File: src/rtl/spcp_point.sv
// Two-stage point generator: start + direction * fraction, rounded and saturated.
module spcp_point #(
    parameter int CW = 32,
    parameter int FB = 16
) (
    input  logic                 i_clk,
    input  logic                 i_en,
    input  logic signed [CW-1:0] i_p,
    input  logic signed [CW:0]   i_d,
    input  logic [FB:0]          i_s,
    output logic signed [CW-1:0] o_q
);

    localparam int PRW = CW + FB + 3;
    localparam int VW  = PRW + 1;

    logic signed [PRW-1:0] r_prod, w_half, w_rnd;
    logic signed [CW-1:0]  r_p, r_q;
    logic signed [VW-1:0]  w_v, w_max, w_min;

    always_ff @(posedge i_clk) begin
        if (i_en) begin
            r_prod <= PRW'(i_d) * $signed(PRW'(i_s));
            r_p    <= i_p;
        end
    end

    // Ties round towards plus infinity.
    assign w_half = $signed(PRW'(1)) <<< (FB - 1);
    assign w_rnd  = (r_prod + w_half) >>> FB;
    assign w_v    = VW'(r_p) + VW'(w_rnd);
    assign w_max  = VW'({1'b0, {(CW-1){1'b1}}});
    assign w_min  = ~w_max;

    always_ff @(posedge i_clk) begin
        if (i_en) begin
            if (w_v > w_max) begin
                r_q <= w_max[CW-1:0];
            end else if (w_v < w_min) begin
                r_q <= w_min[CW-1:0];
            end else begin
                r_q <= w_v[CW-1:0];
            end
        end
    end

    assign o_q = r_q;

endmodule

File: config.mk
export PLATFORM = sky130hd
export DESIGN_NAME = spcp_point
export DESIGN_NICKNAME = d
export VERILOG_FILES = /design/src/rtl/spcp_point.sv
export SDC_FILE = /design/constraint.sdc
export NUM_CORES = 2
export LEC_CHECK = 0
export BUFFER_PORTS_ARGS = -buffer_cell sky130_fd_sc_hd__buf_2
export CAP_MARGIN = 15
export CORE_MARGIN = 8
export CORE_UTILIZATION = 50
export CTS_CLUSTER_DIAMETER = 100
export DETAILED_ROUTE_END_ITERATION = 12
export PLACE_DENSITY = 0.67
export REMOVE_ABC_BUFFERS = 1
export SETUP_SLACK_MARGIN = 0.3
export SLEW_MARGIN = 0
export SYNTH_ARGS = -nofsm -noshare
export SYNTH_HDL_FRONTEND = slang
export SYNTH_SLANG_ARGS = --single-unit
File: constraint.sdc
create_clock -name i_clk -period 10.6 [get_ports i_clk]
set_clock_uncertainty 0.05 [all_clocks]
set_input_delay 1.06 -clock i_clk [delete_from_list [all_inputs] [get_ports i_clk]]
set_output_delay 1.06 -clock i_clk [all_outputs]
set_load 0.02 [all_outputs]
; Word level (Yosys, flattened, before mapping)
; Index checks and enable logic that the tools add are counted.
[totals]
register_bits = 115
inputBits = 84
out_inout_bits = 32
wordCells = 9
[op_classes]
add_sub_neg = 2
mul = 1
n_lt_le_gt_ge = 2
n_mux = 1
[ops]
columns = operator, count
row1 = $add 51x17->51 const B, 1
row2 = $mul 33x18->51, 1
row3 = $add 32x35->36, 1
row4 = $gt 36x32->1 const B, 1
row5 = $lt 36x32->1 const B, 1
row6 = $mux 32, 1

; Logic depth before layout (Yosys ltp)
[depth]
depth_word = 4
depth_mapped = 24
mapped_depth_nobuf = 23

; Worst setup path after synthesis
; No wires, ideal clock.
[synth_path]
path_kind = input -> register
from = input port i_d[25]
to = register r_prod[43] (data pin)
setup_ps = 180
arrival_time_ps = 6694
t_required_ps = 10370
slack_ps = 3676
cell_stages = 21
path_buffers = 1
path_cell_list = clkbuf_1 nand2_1 fa_1 fa_1 fa_1 inv_1 fa_1 fa_1 inv_1 fa_1 inv_1 ha_1 a21o_1 a21o_1 a21oi_1 nor2_1 a2111oi_1 o31ai_2 a21bo_2 a2111o_1 o311ai_1
[synth_via]
elab_chain_cells = 1
[synth_lines]
columns = item, line_no
row1 = "start, declared", 9  ; input logic signed [CW:0] i_d,
row2 = $mul 33x18->51, 23  ; r_prod <= PRW'(i_d) * $signed(PRW'(i_s));
row3 = "end signal, assigned", 23
row4 = "end, declared", 17  ; logic signed [PRW-1:0] r_prod, w_half, w_rnd;
; No other way between the ends.
; A chain may end at the register's enable or synchronous reset.

; Worst setup path after layout
[layout_path]
from = input port i_s[12]
to = register r_prod[44] (data pin)
[layout_via]
elab_chain_cells = 1
[layout_lines]
columns = item, line_no
row1 = "start, declared", 10  ; input logic [FB:0] i_s,
row2 = $mul 33x18->51, 23
; No other way between the ends.

==> impl_metrics.csv <==
group,metric,value,unit
logic_synthesis,yosys.area.top_type_share,43.5,%
detailed_routing,routed_wl,64100,um
grt,antenna_found_initial,1,
clock_network,post_cts_buffers,0,
clock_network,cts.hold.buffers_added,0,
clock_network,cts.sinks,100,
clock_network,post_cts_resized,0,
detailed_routing,wirelength_met1,27300,um
critical_path,reg2reg_depth,16,
detailed_routing,wl_met2,29900,um
sta,rsz0062_at_grt,"no",
grt,grt_max_degree,66,
detailed_routing,drtIter0Drc,1299,
final_layout,layout-drive-gt1-share,5.52,%
hold_path,min_path_type,"reg2reg",
sta,min_period,7640,ps
clock_network,clk_latency,360,ps
grt,grt_use_total,23.0,%
clock_network,cts_max_path_buffers,2,
logic_synthesis,syn_inst,2634,
detailed_routing,topRoutingLayerUsed,"met4",
floorplan,initial_core_util,50.5,%
sta,finalCritPeriodShare,72.1,%
detailed_routing,vias_per_cell,5.40,
logic_synthesis,ys_top_cells_by_area,"fa_1 (43%), edfxtp_1 (12%), inv_1 (9.1%)",
floorplan,die-area,56600,um2
sta,final-setup-viol-count,0,
critical_path,critPathKind,"in2reg",
grt,grt_overflow_total,0,
logic_synthesis,syn_area_per_cell,9.35,um2
final_layout,syn_to_final_growth,5.55,%
place,post-dp-hpwl,49300,um
critical_path,cp.required,10610,ps
detailed_routing,dr.pass1.iters,5,
logic_synthesis,synth_ff_type,"edfxtp_1",
detailed_routing,postRouteAntennaNets,0,
critical_path,r2r_slack,5340,ps
place,port_buffers,115,
sta,maxSlewViolCount,0,
detailed_routing,drc,0,
sta,finalHoldViolCount,0,
sta,worstMarginPinSlew,1000,ps
critical_path,critical_path.endpoint,"r_prod[44]",
grt,grt_pass1_wl,104000,um
logic_synthesis,ys_types,65,
clock_network,cts_buffers,9,
job,maxCapViolCount,0,
outcome,status,"completed",
clock_network,cts_tree,"done",
floorplan,rows,81,
floorplan,io_pins,116,
clock_network,clk_root_buffer_cell,"clkbuf_16",
floorplan,die_h,238,um
logic_synthesis,yosysTopAreaCell,"fa_1",
critical_path,worst_ep_arrival_time,7650,ps
logic_synthesis,ys_ff_latch,100,
final_layout,final_nets,3432,
sta,slew-limit-headroom,33.2,%
critical_path,r2r-end,"o_q[3]",
floorplan,die_w,238,um
clock_network,path_clk_slew,70,ps
grt,grt_pass1_vias,19600,
logic_synthesis,ys_async_sr_fraction,0,%
logic_synthesis,synth_edf_count,100,
detailed_routing,met3_length,5720,um
critical_path,critPathMaxFanout,33,
critical_path,startpoint_type,"input port",
logic_synthesis,syn_area,24600,um2
logic_synthesis,yosys_warnings,0,
critical_path,crit_path_end_kind,"flip-flop",
sta,fin_setup_tns,0,ps
critical_path,startpoint,"i_s[12]",
detailed_routing,num_vias,18000,
detailed_routing,wl_per_cell,19.2,um
floorplan,coreArea,48700,um2
logic_synthesis,yosysSeqAreaShare,12.2,%
hold_path,hold_depth,3,
sta,max_freq,131,MHz
critical_path,timing.rr.start,"r_prod[16]",
place,place_congestion,0.941,
clock_network,cts.htree.levels,3,
[stage by stage]
| stage | utilization [%] | setup WS, ps | hold WS [ps] | area, um2 | instances |
|---|---|---|---|---|---|
| after detailed placement | 52.7 | 2640 | 719 | 25700 | 3313 |
| after CTS | 53.3 | 3030 | 746 | 26000 | 3328 |
| final | 53.3 | 2960 | 727 | 26000 | 3329 |
| after floorplan | - | 3890 | 625 | 24200 | 2527 |
| after global placement | 52.7 | 2720 | 694 | 25700 | 3313 |
| after global routing | 53.3 | 2710 | 762 | 26000 | 3329 |
[worst max-delay path: stages]
cell and delay (ps):
buf_2 700, nand2_1 180, fa_1 580, inv_1 60, fa_1 570, fa_1 430
fa_1 450, fa_1 500, inv_1 50, fa_1 560, inv_1 60, ha_1 340
a21o_1 220, a21o_1 170, a21oi_1 200, nor2_1 80, a2111oi_1 410, o31ai_2 270
a21bo_2 290, a21oi_1 280, o311ai_0 150
[Yosys cell counts, types with 3 or more instances]
cell type  instances
ha_1             153
o2111ai_1          3
nand4_1           20
o21a_1             6
a21oi_1           85
o211ai_1           8
nor2_1            40
and2_1           233
a31oi_1           11
nor2b_1            9
o31ai_2            3
o21bai_1           9
inv_1            595
edfxtp_1         100
nand3_1           26
nand2_1          394
nand2b_1          10
o21ai_0           30
o21ai_1           37
a311oi_1           3
o31ai_1            3
nor4_1             3
a21o_1            24
nor3_1             6
xor2_1            34
a211o_1            3
buf_2              8
a211oi_1           8
xnor2_1           71
and3_1            22
fa_1             535
and4_1             5
clkbuf_1          96
a2111oi_0          3
[how the worst min path moves through the flow]
stage	from	to	slack, ps
final	r_p[0]	o_q[0]	730
after CTS	r_p[0]	o_q[0]	750
after global routing	r_p[0]	o_q[0]	760
after detailed placement	r_p[0]	o_q[0]	720
after global placement	r_p[0]	o_q[0]	690
after floorplan	r_p[0]	o_q[0]	630
[layout make-up]
class	count	area (um2)
flip-flops and latches	100	3000
fillers	4414	22700
diodes	1	2.50
clock buffers	9	225
repair buffers	122	631
clock inverters	6	96.3
well taps	664	831
inverters	595	2230
multi-input cells	1832	19000
[layer usage]
| layer | vias to the layer above | track usage, % |
|---|---|---|
| li1 | 8020 | - |
| met1 | 9071 | 31.2 |
| met2 | 779 | 38.2 |
| met3 | 100 | 4.70 |
| met4 | 0 | 5.04 |
| met5 | - | 0 |
[registers in the layout, indices dropped and copies added (netlist names)]
register,count
r_p,32
o_q,32
r_prod,36
[kinds of logic after synthesis]
kind of cell | Yosys count | share of synthesized area [%]
DFF | 100 | 12.2
xor gates and xnor gates | 105 | 3.73
AOI/OAI and AO/OA | 261 | 6.67
muxes | 3 | 0.132
adders and majority gates | 688 | 51.3
buffers and inverters | 702 | 10.8
and+or+nand+nor | 775 | 15.2
[cells in the final DEF, fill, tap and decap left out, types with 3 or more instances in the layout]
cell type and instances:
a311oi_1 3, ha_1 153, o211ai_1 8, buf_4 8, o21a_1 6, and3_1 22
edfxtp_1 100, nand2b_1 10, nor4_1 3, a21oi_1 85, a211o_1 3, nor2b_1 9
o21ai_0 30, xnor2_1 71, o21bai_1 9, nand2_1 394, o2111ai_1 3, fa_1 535
buf_2 114, nand3_1 26, inv_1 595, and4_1 5, nand4_1 20, a31oi_1 11
a2111oi_0 3, o31ai_1 3, and2_1 233, clkbuf_16 9, nor3_1 6, nor2_1 40
a211oi_1 8, xor2_1 34, a21o_1 24, o21ai_1 37
Power is not shown: default switching activity piles up to over one toggle a cycle in this logic, so the estimate is an artifact.
